`src/rtl/core/bat_pkg.sv`:
```
// Shared types and constants for the breakpoint address table.
// Holds the request codes, the beat payload structs and the controller/datapath bundles.
// No dependencies.
`timescale 1ns / 1ps

package bat_pkg;

   // Request codes carried in the req_type field.
   localparam logic [1:0] REQ_ADD    = 2'd0;
   localparam logic [1:0] REQ_DELETE = 2'd1;
   localparam logic [1:0] REQ_CHECK  = 2'd2;

   // Width of the count fields in a result beat.
   localparam int COUNT_W = 5;
   localparam int ADDR_W  = 16;

   typedef struct packed {
      logic [1:0]        req_type;
      logic [ADDR_W-1:0] address;
   } bat_req_beat_type;

   typedef struct packed {
      logic               hit;
      logic               status;
      logic [COUNT_W-1:0] removed_count;
      logic [COUNT_W-1:0] entry_count;
   } bat_rsp_beat_type;

   // Commands from the controller to the datapath.
   typedef struct packed {
      logic accept;    // latch the request beat and clear the scan pointers
      logic rd_issue;  // read the table entry at the read pointer
      logic eval;      // compare the read entry and advance the scan
      logic finish;    // commit the table update and load the result register
   } bat_cmd_type;

   // Status from the datapath to the controller.
   typedef struct packed {
      logic [1:0] kind;       // request code of the item in flight
      logic       scan_done;  // read pointer has reached the entry count
      logic       out_free;   // result register can take a beat this cycle
   } bat_stat_type;

endpackage

```
`src/rtl/core/bat_stream_if.sv`:
```
// Valid/ready channel used for the request and result sides of the table.
// The payload type is set per instance; no other dependencies.
`timescale 1ns / 1ps

interface bat_stream_if #(
   parameter type payload_type = logic
);
   logic        valid;
   logic        ready;
   payload_type payload;

   modport source (output valid, output payload, input ready);
   modport sink   (input valid, input payload, output ready);
endinterface

```
`src/rtl/core/bat_ctrl.sv`:
```
// Controller for the breakpoint address table: sequences accept, scan and finish.
// Depends on bat_pkg for the command and status bundles and the request codes.
`timescale 1ns / 1ps

module bat_ctrl (
   input  logic                 clock,
   input  logic                 reset,
   input  logic                 req_valid,
   output logic                 req_ready,
   input  bat_pkg::bat_stat_type stat,
   output bat_pkg::bat_cmd_type  cmd
);
   import bat_pkg::*;

   typedef enum logic [1:0] {
      ST_IDLE,
      ST_SCAN_RD,
      ST_SCAN_EV,
      ST_FINISH
   } state_type;

   state_type state_ff, state_in;
   logic      req_ready_ff, req_ready_in;
   logic      scan_kind;

   // Only delete and check walk the table; other codes go straight to finish.
   assign scan_kind = (stat.kind == REQ_DELETE) || (stat.kind == REQ_CHECK);

   // Next state and commands.
   always_comb begin
      state_in     = state_ff;
      req_ready_in = req_ready_ff;
      cmd          = '0;
      unique case (state_ff)
         ST_IDLE: begin
            if (req_valid && req_ready_ff) begin
               cmd.accept   = 1'b1;
               req_ready_in = 1'b0;
               state_in     = ST_SCAN_RD;
            end
         end
         ST_SCAN_RD: begin
            if (!scan_kind || stat.scan_done) begin
               state_in = ST_FINISH;
            end else begin
               cmd.rd_issue = 1'b1;
               state_in     = ST_SCAN_EV;
            end
         end
         ST_SCAN_EV: begin
            cmd.eval = 1'b1;
            state_in = ST_SCAN_RD;
         end
         ST_FINISH: begin
            // Hold here while the previous result beat is still waiting.
            if (stat.out_free) begin
               cmd.finish   = 1'b1;
               req_ready_in = 1'b1;
               state_in     = ST_IDLE;
            end
         end
         default: begin
            state_in     = ST_IDLE;
            req_ready_in = 1'b1;
         end
      endcase
   end

   // State and registered ready.
   always_ff @(posedge clock) begin
      if (reset) begin
         state_ff     <= ST_IDLE;
         req_ready_ff <= 1'b1;
      end else begin
         state_ff     <= state_in;
         req_ready_ff <= req_ready_in;
      end
   end

   assign req_ready = req_ready_ff;

endmodule

```
`src/rtl/core/bat_datapath.sv`:
```
// Datapath for the breakpoint address table: entry memory, count, scan pointers
// and the result register. Depends on bat_pkg for beats, bundles and request codes.
`timescale 1ns / 1ps

module bat_datapath #(
   parameter int DEPTH = 16
) (
   input  logic                     clock,
   input  logic                     reset,
   input  bat_pkg::bat_cmd_type      cmd,
   output bat_pkg::bat_stat_type     stat,
   input  bat_pkg::bat_req_beat_type req_beat,
   output logic                     rsp_valid,
   input  logic                     rsp_ready,
   output bat_pkg::bat_rsp_beat_type rsp_beat
);
   import bat_pkg::*;

   localparam int CW = $clog2(DEPTH + 1);
   localparam int AW = (DEPTH > 1) ? $clog2(DEPTH) : 1;

   logic [ADDR_W-1:0]  mem [DEPTH];
   logic [ADDR_W-1:0]  rdata_ff;

   logic [CW-1:0]      count_ff, count_in;
   logic [CW-1:0]      rd_ptr_ff, rd_ptr_in;
   logic [CW-1:0]      wr_ptr_ff, wr_ptr_in;
   logic [1:0]         kind_ff, kind_in;
   logic [ADDR_W-1:0]  addr_ff, addr_in;
   logic               hit_ff, hit_in;
   logic               rsp_valid_ff, rsp_valid_in;
   bat_rsp_beat_type   rsp_ff, rsp_in;

   logic               mem_we;
   logic [AW-1:0]      mem_waddr;
   logic [ADDR_W-1:0]  mem_wdata;

   logic               full;
   logic [CW-1:0]      removed;
   logic [CW+COUNT_W-1:0] count_ext;
   logic [CW+COUNT_W-1:0] removed_ext;

   assign full = (count_ff == CW'(DEPTH));

   // Status back to the controller.
   assign stat.kind      = kind_ff;
   assign stat.scan_done = (rd_ptr_ff == count_ff);
   assign stat.out_free  = !rsp_valid_ff || rsp_ready;

   // Next values for the request, scan and result registers.
   always_comb begin
      count_in     = count_ff;
      rd_ptr_in    = rd_ptr_ff;
      wr_ptr_in    = wr_ptr_ff;
      kind_in      = kind_ff;
      addr_in      = addr_ff;
      hit_in       = hit_ff;
      rsp_in       = rsp_ff;
      rsp_valid_in = rsp_valid_ff;
      mem_we       = 1'b0;
      mem_waddr    = wr_ptr_ff[AW-1:0];
      mem_wdata    = rdata_ff;
      removed      = '0;

      if (cmd.accept) begin
         kind_in   = req_beat.req_type;
         addr_in   = req_beat.address;
         rd_ptr_in = '0;
         wr_ptr_in = '0;
         hit_in    = 1'b0;
      end

      // One entry per scan step: a match sets hit, and on a delete every
      // entry that does not match is copied down to the write pointer.
      if (cmd.eval) begin
         rd_ptr_in = rd_ptr_ff + 1'b1;
         if (rdata_ff == addr_ff) begin
            hit_in = 1'b1;
         end else if (kind_ff == REQ_DELETE) begin
            mem_we    = 1'b1;
            mem_waddr = wr_ptr_ff[AW-1:0];
            mem_wdata = rdata_ff;
            wr_ptr_in = wr_ptr_ff + 1'b1;
         end
      end

      if (rsp_ready) begin
         rsp_valid_in = 1'b0;
      end

      // Commit the table update and build the result beat.
      if (cmd.finish) begin
         rsp_valid_in = 1'b1;
         rsp_in       = '0;
         case (kind_ff)
            REQ_ADD: begin
               if (!full) begin
                  mem_we    = 1'b1;
                  mem_waddr = count_ff[AW-1:0];
                  mem_wdata = addr_ff;
                  count_in  = count_ff + 1'b1;
               end
               rsp_in.status = full;
            end
            REQ_DELETE: begin
               removed  = count_ff - wr_ptr_ff;
               count_in = wr_ptr_ff;
            end
            REQ_CHECK: begin
               rsp_in.hit = hit_ff;
            end
            default: begin
            end
         endcase
         removed_ext          = {{COUNT_W{1'b0}}, removed};
         count_ext            = {{COUNT_W{1'b0}}, count_in};
         rsp_in.removed_count = removed_ext[COUNT_W-1:0];
         rsp_in.entry_count   = count_ext[COUNT_W-1:0];
      end else begin
         removed_ext = '0;
         count_ext   = '0;
      end
   end

   // Control registers with reset.
   always_ff @(posedge clock) begin
      if (reset) begin
         count_ff     <= '0;
         rsp_valid_ff <= 1'b0;
      end else begin
         count_ff     <= count_in;
         rsp_valid_ff <= rsp_valid_in;
      end
   end

   // Payload and scan registers.
   always_ff @(posedge clock) begin
      rd_ptr_ff <= rd_ptr_in;
      wr_ptr_ff <= wr_ptr_in;
      kind_ff   <= kind_in;
      addr_ff   <= addr_in;
      hit_ff    <= hit_in;
      rsp_ff    <= rsp_in;
   end

   // Entry memory: one write port, one registered read port.
   always_ff @(posedge clock) begin
      if (mem_we) begin
         mem[mem_waddr] <= mem_wdata;
      end
      if (cmd.rd_issue) begin
         rdata_ff <= mem[rd_ptr_ff[AW-1:0]];
      end
   end

   assign rsp_valid = rsp_valid_ff;
   assign rsp_beat  = rsp_ff;

endmodule

```
`src/rtl/core/breakpoint_address_table.sv`:
```
// Breakpoint address table: a packed, ordered list of up to DEPTH 16-bit addresses.
// Each request beat on req_chan carries req_type (add, delete all matching, check)
// and an address; every request gives exactly one result beat on rsp_chan with hit,
// status (add dropped, table full), removed_count and entry_count after the request.
// Entries live in a memory with one write and one registered read port; a delete or
// check walks the valid entries one at a time, a read state and an evaluate state per
// entry, and a delete copies the survivors down in the same walk so the order is kept.
// One request is in flight at a time, so the next request can be taken in the cycle
// after the previous result is loaded; the walk over the entry memory sets the rate.
// The result register lets a new request be accepted and worked on while the last
// result waits; if the receiver stalls, the next result is held back until the
// register frees. Reset empties the table (entry count zero) and drops any pending
// result; entry contents need no clearing.
// Depends on bat_pkg, bat_stream_if, bat_ctrl and bat_datapath.
`timescale 1ns / 1ps

module breakpoint_address_table #(
   parameter int DEPTH = 16
) (
   input logic          clock,
   input logic          reset,
   bat_stream_if.sink   req_chan,
   bat_stream_if.source rsp_chan
);
   import bat_pkg::*;

   bat_cmd_type      cmd;
   bat_stat_type     stat;
   bat_req_beat_type req_beat;
   bat_rsp_beat_type rsp_beat;
   logic             req_ready;
   logic             rsp_valid;

   assign req_beat = req_chan.payload;

   // Sequencer for accept, scan and finish.
   bat_ctrl u_ctrl (
      .clock     (clock),
      .reset     (reset),
      .req_valid (req_chan.valid),
      .req_ready (req_ready),
      .stat      (stat),
      .cmd       (cmd)
   );

   // Table storage, scan pointers and result register.
   bat_datapath #(
      .DEPTH (DEPTH)
   ) u_datapath (
      .clock     (clock),
      .reset     (reset),
      .cmd       (cmd),
      .stat      (stat),
      .req_beat  (req_beat),
      .rsp_valid (rsp_valid),
      .rsp_ready (rsp_chan.ready),
      .rsp_beat  (rsp_beat)
   );

   assign req_chan.ready   = req_ready;
   assign rsp_chan.valid   = rsp_valid;
   assign rsp_chan.payload = rsp_beat;

endmodule

```
`src/flat_wrapper.sv`:
```
// flat-port wrapper written by rule: the top's interface ports become plain ports
module breakpoint_address_table_flat import bat_pkg::*;
#(
   parameter int DEPTH = 16
)
  (clock, reset, req_chan_valid, req_chan_payload, req_chan_ready, rsp_chan_valid, rsp_chan_payload, rsp_chan_ready);
  bat_stream_if #(.payload_type(bat_req_beat_type)) req_chan_i ();
  bat_stream_if #(.payload_type(bat_rsp_beat_type)) rsp_chan_i ();
  input logic clock;
  input logic reset;
  input wire logic [$bits(req_chan_i.valid)-1:0] req_chan_valid;
  input wire logic [$bits(req_chan_i.payload)-1:0] req_chan_payload;
  output wire logic [$bits(req_chan_i.ready)-1:0] req_chan_ready;
  output wire logic [$bits(rsp_chan_i.valid)-1:0] rsp_chan_valid;
  output wire logic [$bits(rsp_chan_i.payload)-1:0] rsp_chan_payload;
  input wire logic [$bits(rsp_chan_i.ready)-1:0] rsp_chan_ready;
  assign req_chan_i.valid = req_chan_valid;
  assign req_chan_i.payload = req_chan_payload;
  assign req_chan_ready = req_chan_i.ready;
  assign rsp_chan_valid = rsp_chan_i.valid;
  assign rsp_chan_payload = rsp_chan_i.payload;
  assign rsp_chan_i.ready = rsp_chan_ready;
  breakpoint_address_table #(.DEPTH(DEPTH)) u_core (.clock(clock), .reset(reset), .req_chan(req_chan_i), .rsp_chan(rsp_chan_i));
endmodule
```
`config.mk`:
```
export PLATFORM = sky130hd
export DESIGN_NAME = breakpoint_address_table_flat
export DESIGN_NICKNAME = d
export VERILOG_FILES = /design/src/rtl/core/bat_pkg.sv /design/src/rtl/core/bat_stream_if.sv /design/src/rtl/core/bat_ctrl.sv /design/src/rtl/core/bat_datapath.sv /design/src/rtl/core/breakpoint_address_table.sv /design/src/flat_wrapper.sv
export SDC_FILE = /design/constraint.sdc
export NUM_CORES = 1
export LEC_CHECK = 0
export BUFFER_PORTS_ARGS = -buffer_cell sky130_fd_sc_hd__buf_4
export CAP_MARGIN = 10
export CORE_MARGIN = 5
export CORE_UTILIZATION = 55
export DETAILED_ROUTE_END_ITERATION = 6
export MAX_ROUTING_LAYER = met4
export PLACE_DENSITY = 0.72
export SYNTH_ARGS = -nofsm -noshare
export SYNTH_HDL_FRONTEND = slang
export SYNTH_HIERARCHICAL = 1
export SYNTH_SLANG_ARGS = --single-unit
export TNS_END_PERCENT = 20
```
`constraint.sdc`:
```
create_clock -name clock -period 9.3 [get_ports clock]
set_clock_uncertainty 0.2 [all_clocks]
set_input_delay 1.86 -clock clock [delete_from_list [all_inputs] [get_ports clock]]
set_output_delay 1.86 -clock clock [all_outputs]
set_load 0.05 [all_outputs]
```
==> results.toml, run 1 <==
[global_route]
antenna_found_initial = 0
grt_usage = 0.222
grt_max_degree = 68
grt_overflow = 0
grt_pass1_wl_um = 41900
grt_pass1_vias = 6546

[drt]
wl_um = 28000
vias = 6496
route.detailed.drc = 0
viasPerCell = 6.15
drtIter0Drc = 809
ant_nets = 0
avgRoutedWirePerCell_um = 26.5
first_pass_iters = 6

[timing]
hold_viol_final = 0
holdWs_ps = 271
slew_viol_final = 0
rsz0062_at_grt = "false"
tightest_slew_ps = 1030
setup_tns_ps = 0
timing.fmax_mhz = 203
slew_headroom = 0.312
min_period_over_period = 0.530
period_minus_slack_ps = 4930
finalSetupViolCount = 0

[yosys]
netlist.area_leader.share = 0.712
synth.area.mux_share = 0.142
synth_top_cell_by_area = "edfxtp_1"
synth_compound_area_frac = 0.0260
ys_ff_latch = 322
synth-simple-area-share = 0.0488
synth_fa_ha_area_frac = 0.00928
synthTopCellsByCount = "307 x edfxtp_1, 80 x mux4_2, 53 x nand2_1"
syn_area_per_cell_um2 = 19.2
synth_xor_area_frac = 0.0196
synth_ff_type = "edfxtp_1"
synth_edf_count = 307
synth_nets = 705
netlist_area_mm2 = 0.0129
synth_top_family_by_area = "multiplexers"
yosys_warnings = 6
synthTopCellsByArea = "edfxtp_1 71%, mux4_2 14%, dfxtp_1 2.3%"
synth_cells = 674
yosys.cell_types.count = 52
yosysSeqAreaShare = 0.735
async_flop_share = 0
synth_most_common_cell = "edfxtp_1"

[clock_tree]
htree_num_levels = 1
worstSkewPairLatency_ps = 570
cts_buffers = 31
clockRootBuffer = "clkbuf_16"
postCtsResizedCells = 0
hold_buffers = 0
postCtsSetupRepairBufs = 0
clock_path_buffers = 3
clkTransAtPathRegs_ps = 60
cts_sinks = 322
tritoncts = "yes"

[power_and_ir_drop]
p_per_area_mw_per_mm2 = 222
power_leakage_nw = 4.69
power_w = 0.00323
ir_drop_uv = 169

[final_layout]
area_delta_synth_final_pct = 12.4
drive_gt1_frac = 0.267
insertedDiodeCount = 0
final_net_count = 746

[floorplanning]
rows = 56
die_x_um = 163
initial_core_util = 0.555
die-height_um = 163
core_mm2 = 0.0233
fp.dieArea_mm2 = 0.0267
io_pins = 36

[place]
finalWeightedCongestion = 0.876
placement.io_buffers = 35
hpwl_um = 18000

[worst_setup_path]
path_common_cell = "nand2b_1"
cp_max_fo = 25
arrival_ps = 4920
cpMaxStageDelayCell = "nor2_2"
slowest_delay_ps = 850
worst-endpoint-required_ps = 9290
criticalPathCategory = "in2reg"
start_kind = "input pin"
endpoint_kind = "flop"
path_cells = "buf_4 > nand2b_1 > and3_2 > nand2b_1 > or3_1 > nor3_1 > a31oi_1 > nor2_2"

[job]
max_cap_viol_count = 0

[worst_hold_path]
worst_hold_path_type = "reg2reg"

[outcome]
status = "completed"
[critical path, delay by kind of cell]
family / cells / cell delay (ps)
compound gates: 1 / 200
buf+inv: 1 / 70
simple gates: 6 / 2770
[cells by family (layout without fill, tap and decap cells)]
kind of cell    count (synthesis)  count (layout)
mux                            84              84
flops                         322             322
xor+xnor                       29              29
simple gates                  137             137
fa+ha+maj                       9               9
buf+inv                        47             111
compound gates                 46              46
[per-layer routing]
layer / share of wire / up-vias / GRT usage
met2: 0.50 / 330 / 0.355
met1: 0.37 / 3321 / 0.293
met5: 0 / - / -
met3: 0.093 / 62 / 0.0411
met4: 0.034 / 0 / 0.0766
li1: - / 2783 / -
[where the power goes]
| part | switching [W] | leakage, nW | internal (W) |
|---|---|---|---|
| Clock | 0.000508 | 0.500 | 0.000736 |
| Combinational | 0.000183 | 1.29 | 0.000135 |
| Sequential | 0.0000312 | 2.90 | 0.00164 |
| Total | 0.000722 | 4.69 | 0.00251 |
[worst paths after layout]
kind	startpoint	to	slack, ps	depth (start not counted)
worst min-delay path	u_core/u_datapath/hit_ff$_DFF_P_	u_core/u_datapath/hit_ff$_DFF_P_	270	2
worst max register to register	u_core/u_datapath/count_ff[1]$_SDFFE_PP0P_	u_core/u_datapath/mem[0][11]$_DFFE_PP_	5300	7
worst min register to register	u_core/u_datapath/hit_ff$_DFF_P_	u_core/u_datapath/hit_ff$_DFF_P_	270	2
worst max-delay path	rsp_chan_ready	u_core/u_datapath/mem[0][11]$_DFFE_PP_	4370	8
[through the flow]
| stage | area [µm²] | cells | setup slack [ps] | util |
|---|---|---|---|---|
| CTS | 14500 | 1055 | 4270 | 0.623 |
| detailed placement | 13500 | 999 | 3740 | 0.579 |
| floorplan | 12900 | 674 | 4680 | - |
| finish | 14500 | 1057 | 4370 | 0.623 |
| global placement | 13500 | 999 | 3920 | 0.579 |
| global route | 14500 | 1057 | 4120 | 0.623 |
[flip-flops by register name, summed over array words and instances (netlist names), 2 cells and up]
| name | count |
|---|---|
| u_core/u_datapath/addr_ff | 16 |
| u_core/u_ctrl/state_ff | 2 |
| u_core/u_datapath/kind_ff | 2 |
| u_core/u_datapath/wr_ptr_ff | 5 |
| u_core/u_datapath/rd_ptr_ff | 5 |
| u_core/u_datapath/rdata_ff | 16 |
| u_core/u_datapath/rsp_beat | 12 |
| u_core/u_datapath/count_ff | 5 |
| u_core/u_datapath/mem | 256 |
[layout make-up]
| cell class | instances | area [µm²] |
|---|---|---|
| clock buffer | 40 | 830 |
| fill | 1599 | 8780 |
| multi-input combinational | 305 | 3250 |
| clock inverter | 16 | 183 |
| tap | 319 | 399 |
| inverter | 13 | 48.8 |
| timing repair buffer | 42 | 323 |
| sequential | 322 | 9520 |
[cell usage in the layout, fill, tap and decap left out, types with 3 or more instances in the layout]
cell       count
a21o_1         3
a21oi_1        8
a31oi_1        7
a31oi_2        3
and2_1         3
buf_4         40
bufinv_16      4
clkbuf_1       7
clkbuf_16     31
clkinv_1       4
clkinv_2       6
dfxtp_1       15
edfxtp_1     307
ha_1           8
inv_1         12
mux4_2        80
nand2_1       53
nand2b_1       5
nand3_1        8
nor2_1        19
nor2_2        16
nor3_1        12
nor4_1         5
o21a_1         3
o21ai_0        5
xnor2_1        6
xor2_1        23
Note: power is estimated with default switching activity, not from simulation.
==> run 2: changes to the inputs <==
==> constraint.sdc (replaced) <==
create_clock -name clock -period 5.1 [get_ports clock]
set_clock_uncertainty 0.2 [all_clocks]
set_input_delay 1.02 -clock clock [delete_from_list [all_inputs] [get_ports clock]]
set_output_delay 1.02 -clock clock [all_outputs]
set_load 0.05 [all_outputs]
==> results.toml, run 2 (synthesized netlist as in run 1, its figures left out) <==
[floorplanning]
die-height_um = 163
rows = 56
core_mm2 = 0.0233
io_pins = 36
die_x_um = 163
initial_core_util = 0.555
fp.dieArea_mm2 = 0.0267

[timing]
min_period_over_period = 0.749
slew_viol_final = 0
hold_viol_final = 0
finalSetupViolCount = 0
fin_ws_ps = 1280
timing.fmax_mhz = 262
tightest_slew_ps = 1320
setup_tns_ps = 0
rsz0062_at_grt = "false"
slew_headroom = 0.115
period_minus_slack_ps = 3820

[worst_setup_path]
cp_top_family = "simple AND/OR/NAND/NOR gates"
cp-startpoint = "rsp_chan_ready"
path_cells = "buf_4 > nand2b_1 > and3_2 > nand2b_1 > or3_1 > nor3_1 > a31oi_1 > nor2_2"
slowest_delay_ps = 820
cp_max_fo = 18
endpoint_kind = "flop"
cpMaxStageDelayCell = "nor2_2"
worst_r2r_startpoint = "u_core/u_datapath/count_ff[1]$_SDFFE_PP0P_"
arrival_ps = 3750
path_common_cell = "nand2b_1"
path_buf_inv = 1
start_kind = "input pin"
worst-endpoint-required_ps = 5030
criticalPathCategory = "in2reg"

[drt]
ant_nets = 0
wl_um = 28000
drtIter0Drc = 831
route.detailed.drc = 0
viasPerCell = 6.16
vias = 6604
first_pass_iters = 5
avgRoutedWirePerCell_um = 26.1

[clock_tree]
cts_sinks = 322
postCtsResizedCells = 0
htree_num_levels = 2
cts_buffers = 34
clockRootBuffer = "clkbuf_16"
tritoncts = "yes"
clock_path_buffers = 3
clkTransAtPathRegs_ps = 60
hold_buffers = 0
postCtsSetupRepairBufs = 0
worstSkewPairLatency_ps = 510

[place]
hpwl_um = 18200
dpl_cell_area_mm2 = 0.0136
placement.io_buffers = 35
finalWeightedCongestion = 0.917
post-place-ws_ps = 771

[global_route]
grt_usage = 0.226
antenna_found_initial = 0
grt_max_degree = 57
grt_pass1_wl_um = 42600
grt_pass1_vias = 6669
grt_overflow = 0

[outcome]
status = "completed"

[power_and_ir_drop]
p_per_area_mw_per_mm2 = 402
power_leakage_nw = 4.75
ir_drop_uv = 347

[final_layout]
nFillCells = 1618
final_common_cell = "edfxtp_1"
mostFrequentLayoutCells = "307 x edfxtp_1, 80 x mux4_2, 53 x nand2_1, 52 x buf_4, 34 x clkbuf_16"
drive_gt1_frac = 0.278
regMostFlops = "u_core/u_datapath/mem"
design_area_mm2 = 0.0147
final_net_count = 760
area_delta_synth_final_pct = 13.2
largest_register_ffs = 256
insertedDiodeCount = 0
top_regs = "u_core/u_datapath/mem x256, u_core/u_datapath/addr_ff x16, u_core/u_datapath/rdata_ff x16"

[job]
max_cap_viol_count = 0

[worst_hold_path]
min_from = "u_core/u_datapath/hit_ff$_DFF_P_"
worst_hold_path_type = "reg2reg"
-- run 2: changes by cell type in the layout (fill, tap and decap cells not counted) --
cell	before	now
clkbuf_16	31	34
clkinv_1	4	3
clkbuf_1	7	11
buf_4	40	52
bufinv_16	4	1
buf_12	0	1
clkbuf_8	2	1
clkinv_2	6	5
clkinv_8	0	1
buf_6	2	0
inv_16	0	1
clkinvlp_4	0	1
-- run 2: final timing paths --
path                                                  to  slack (ps)  depth (start not counted)
setup / recovery  u_core/u_datapath/mem[12][1]$_DFFE_PP_        1280                          8
hold / removal          u_core/u_datapath/hit_ff$_DFF_P_         280                          2
setup reg to reg  u_core/u_datapath/mem[12][1]$_DFFE_PP_        1420                          7
hold reg to reg         u_core/u_datapath/hit_ff$_DFF_P_         280                          2
-- run 2: report_power, final --
group | leakage (nW) | switching, W | internal (W) | total [W]
combinational | 1.35 | 0.000320 | 0.000245 | 0.000565
clock | 0.503 | 0.000953 | 0.00131 | 0.00227
sequential | 2.90 | 0.0000656 | 0.00299 | 0.00306
-- run 2: layer usage --
metal	track usage	vias to the layer above	wire length, µm
met5	-	-	0
met4	0.0839	0	1240
met3	0.0351	83	2300
met2	0.349	343	13600
met1	0.313	3361	10900
li1	-	2817	-
-- run 2: metrics by stage --
| step | power (W) | util | cells | hold slack, ps |
|---|---|---|---|---|
| detailed placement | 0.00367 | 0.584 | 1012 | 276 |
| CTS | 0.00594 | 0.628 | 1072 | 285 |
| global placement | 0.00366 | 0.584 | 1012 | 271 |
| finish | 0.00589 | 0.628 | 1072 | 283 |
| floorplan | 0.00348 | - | 674 | 246 |
| global route | 0.00611 | 0.628 | 1072 | 311 |
-- run 2: area by class of cell --
type | instances | area [µm²] | area share
Clock buffer | 46 | 906 | 0.0618
Clock inverter | 14 | 128 | 0.00871
Inverter | 13 | 48.8 | 0.00333
Multi-Input combinational cell | 305 | 3250 | 0.221
Sequential cell | 322 | 9520 | 0.649
Tap cell | 319 | 399 | 0.0272
Timing Repair Buffer | 53 | 410 | 0.0280
-- run 2: worst min-delay path: stages, from the launching register on --
cell     delay, ps
dfxtp_1        290
inv_1           70
o22ai_1         70
==> run 3: changes to the inputs <==
--- a/config.mk
+++ b/config.mk
@@ -11,7 +11,7 @@
 export CORE_UTILIZATION = 55
 export DETAILED_ROUTE_END_ITERATION = 6
 export MAX_ROUTING_LAYER = met4
-export PLACE_DENSITY = 0.72
+export PLACE_DENSITY = 0.74
 export SYNTH_ARGS = -nofsm -noshare
 export SYNTH_HDL_FRONTEND = slang
 export SYNTH_HIERARCHICAL = 1
==> constraint.sdc (replaced) <==
create_clock -name clock -period 3.4 [get_ports clock]
set_clock_uncertainty 0.2 [all_clocks]
set_input_delay 0.68 -clock clock [delete_from_list [all_inputs] [get_ports clock]]
set_output_delay 0.68 -clock clock [all_outputs]
set_load 0.05 [all_outputs]
==> results.toml, run 3 (synthesized netlist as in run 1, its figures left out) <==
[outcome]
status = "completed"

[worst_setup_path]
arrival_ps = 3150
reg2reg_slack_ps = 160
criticalPathCategory = "reg2reg"
cpMaxStageDelayCell = "nor2_2"
slowest_delay_ps = 860
cp_top_family = "simple AND/OR/NAND/NOR gates"
endpoint_kind = "flop"
start_kind = "flop"
path_buf_inv = 2
worst-endpoint-required_ps = 3310
cp_max_fo = 16
path_cells = "inv_1 > ha_1 > and4bb_1 > buf_4 > nor3_2 > and3_1 > a31oi_1 > nor2_2"

[timing]
tightest_slew_ps = 1010
min_period_over_period = 0.952
timing.fmax_mhz = 309
setup_tns_ps = 0
slew_headroom = 0.326
rsz0062_at_grt = "false"
period_minus_slack_ps = 3240
hold_viol_final = 0
finalSetupViolCount = 0
slew_viol_final = 0

[final_layout]
final_net_count = 784
area_delta_synth_final_pct = 15.3
final_common_cell = "edfxtp_1"
insertedDiodeCount = 0
mostFrequentLayoutCells = "307 x edfxtp_1, 80 x mux4_2, 69 x buf_4, 53 x nand2_1, 34 x clkbuf_16"
nFillCells = 1556
top_regs = "u_core/u_datapath/mem x256, u_core/u_datapath/addr_ff x16, u_core/u_datapath/rdata_ff x16"
fin_util = 0.640
design_area_mm2 = 0.0149
regMostFlops = "u_core/u_datapath/mem"
fin_cells = 1093
largest_register_ffs = 256
drive_gt1_frac = 0.295

[global_route]
grt_pass1_wl_um = 41900
grt_overflow = 0
grt_pass1_vias = 6835
grt_max_degree = 69
antenna_found_initial = 0
grt_usage = 0.219

[clock_tree]
clock_path_buffers = 3
hold_buffers = 0
htree_num_levels = 2
cts_sinks = 322
tritoncts = "yes"
cts_buffers = 34
postCtsSetupRepairBufs = 0
clockRootBuffer = "clkbuf_16"
clkTransAtPathRegs_ps = 60
worstSkewPairLatency_ps = 500

[power_and_ir_drop]
combinationalPowerShare = 0.096
p_int_w = 0.00689
p_clk_frac = 0.388
pwr-share-seq = 0.515
power_leakage_nw = 4.89
p_per_area_mw_per_mm2 = 591
ir_drop_uv = 514
p_sw_w = 0.00194
sw_frac_of_total = 0.220

[floorplanning]
initial_core_util = 0.555
fp.dieArea_mm2 = 0.0267
die_x_um = 163
core_mm2 = 0.0233
rows = 56
die-height_um = 163
io_pins = 36

[place]
placement.io_buffers = 35
dpl_cell_area_mm2 = 0.0139
hpwl_um = 16900
finalWeightedCongestion = 0.883
place_inst = 1036

[drt]
viasPerCell = 6.02
ant_nets = 0
route.detailed.drc = 0
first_pass_iters = 5
drtIter0Drc = 793
wl_um = 27300
avgRoutedWirePerCell_um = 25.0
vias = 6575

[job]
max_cap_viol_count = 0

[worst_hold_path]
worst_hold_path_type = "in2reg"
[run 3: cell count changes in the layout (fill, tap and decap cells not counted)]
cell       delta
buf_12        +7
nor2_1        +4
clkbuf_1      -2
inv_16        -1
bufinv_16     +1
nor2_4        +4
clkinv_4      -1
nor2_2        -8
buf_4        +17
[run 3: final cells by class]
class                   count  area [µm²]  share of cell area
flip-flops and latches    322        9520               0.638
clock inverters            13         129             0.00863
repair buffers             77         678              0.0454
well taps                 319         399              0.0267
clock buffers              44         898              0.0602
inverters                  13        48.8             0.00327
multi-input cells         305        3260               0.218
[run 3: path summary, 6_finish.rpt]
kind / startpoint / to / cells after the start
setup / recovery: u_core/u_datapath/count_ff[1]$_SDFFE_PP0P_ / u_core/u_datapath/mem[12][5]$_DFFE_PP_ / 8
hold / removal: req_chan_payload[0] / u_core/u_datapath/addr_ff[0]$_DFFE_PP_ / 1
setup reg to reg: u_core/u_datapath/count_ff[1]$_SDFFE_PP0P_ / u_core/u_datapath/mem[12][5]$_DFFE_PP_ / 8
hold reg to reg: u_core/u_datapath/hit_ff$_DFF_P_ / u_core/u_datapath/hit_ff$_DFF_P_ / 2
[run 3: worst reg2reg max path, stage by stage (launching register included)]
cell      delay, ps
dfxtp_1         320
inv_1           120
ha_1            220
and4bb_1        210
buf_4           150
nor3_2          370
and3_1          240
a31oi_1         150
nor2_2          860
[run 3: power groups by stage]
stage | combinational [W] | clock [W] | sequential (W)
finish | 0.000850 | 0.00343 | 0.00455
global route | 0.000916 | 0.00370 | 0.00455
CTS | 0.000861 | 0.00352 | 0.00455
detailed placement | 0.000857 | 0 | 0.00463
global placement | 0.000833 | 0 | 0.00463
floorplan | 0.000604 | 0 | 0.00462
[run 3: per-stage QoR]
stage,power [W],setup WS (ps),hold WS [ps]
after floorplan,0.00523,-43.9,246
after global placement,0.00546,77.7,267
after detailed placement,0.00549,-94.6,275
after CTS,0.00894,116,127
after global routing,0.00917,4.99,125
final,0.00883,164,151
[run 3: repair_timing]
| item | CTS | global route |
|---|---|---|
| gates resized for setup | 0 | 4 |
| hold endpoints to repair | 0 | 0 |
| setup endpoints to repair | 0 | 49 |
[run 3: routing by layer]
layer | GRT usage | share of wire
met3 | 0.0457 | 0.092
met1 | 0.299 | 0.38
met4 | 0.0640 | 0.026
met2 | 0.343 | 0.50
met5 | - | 0
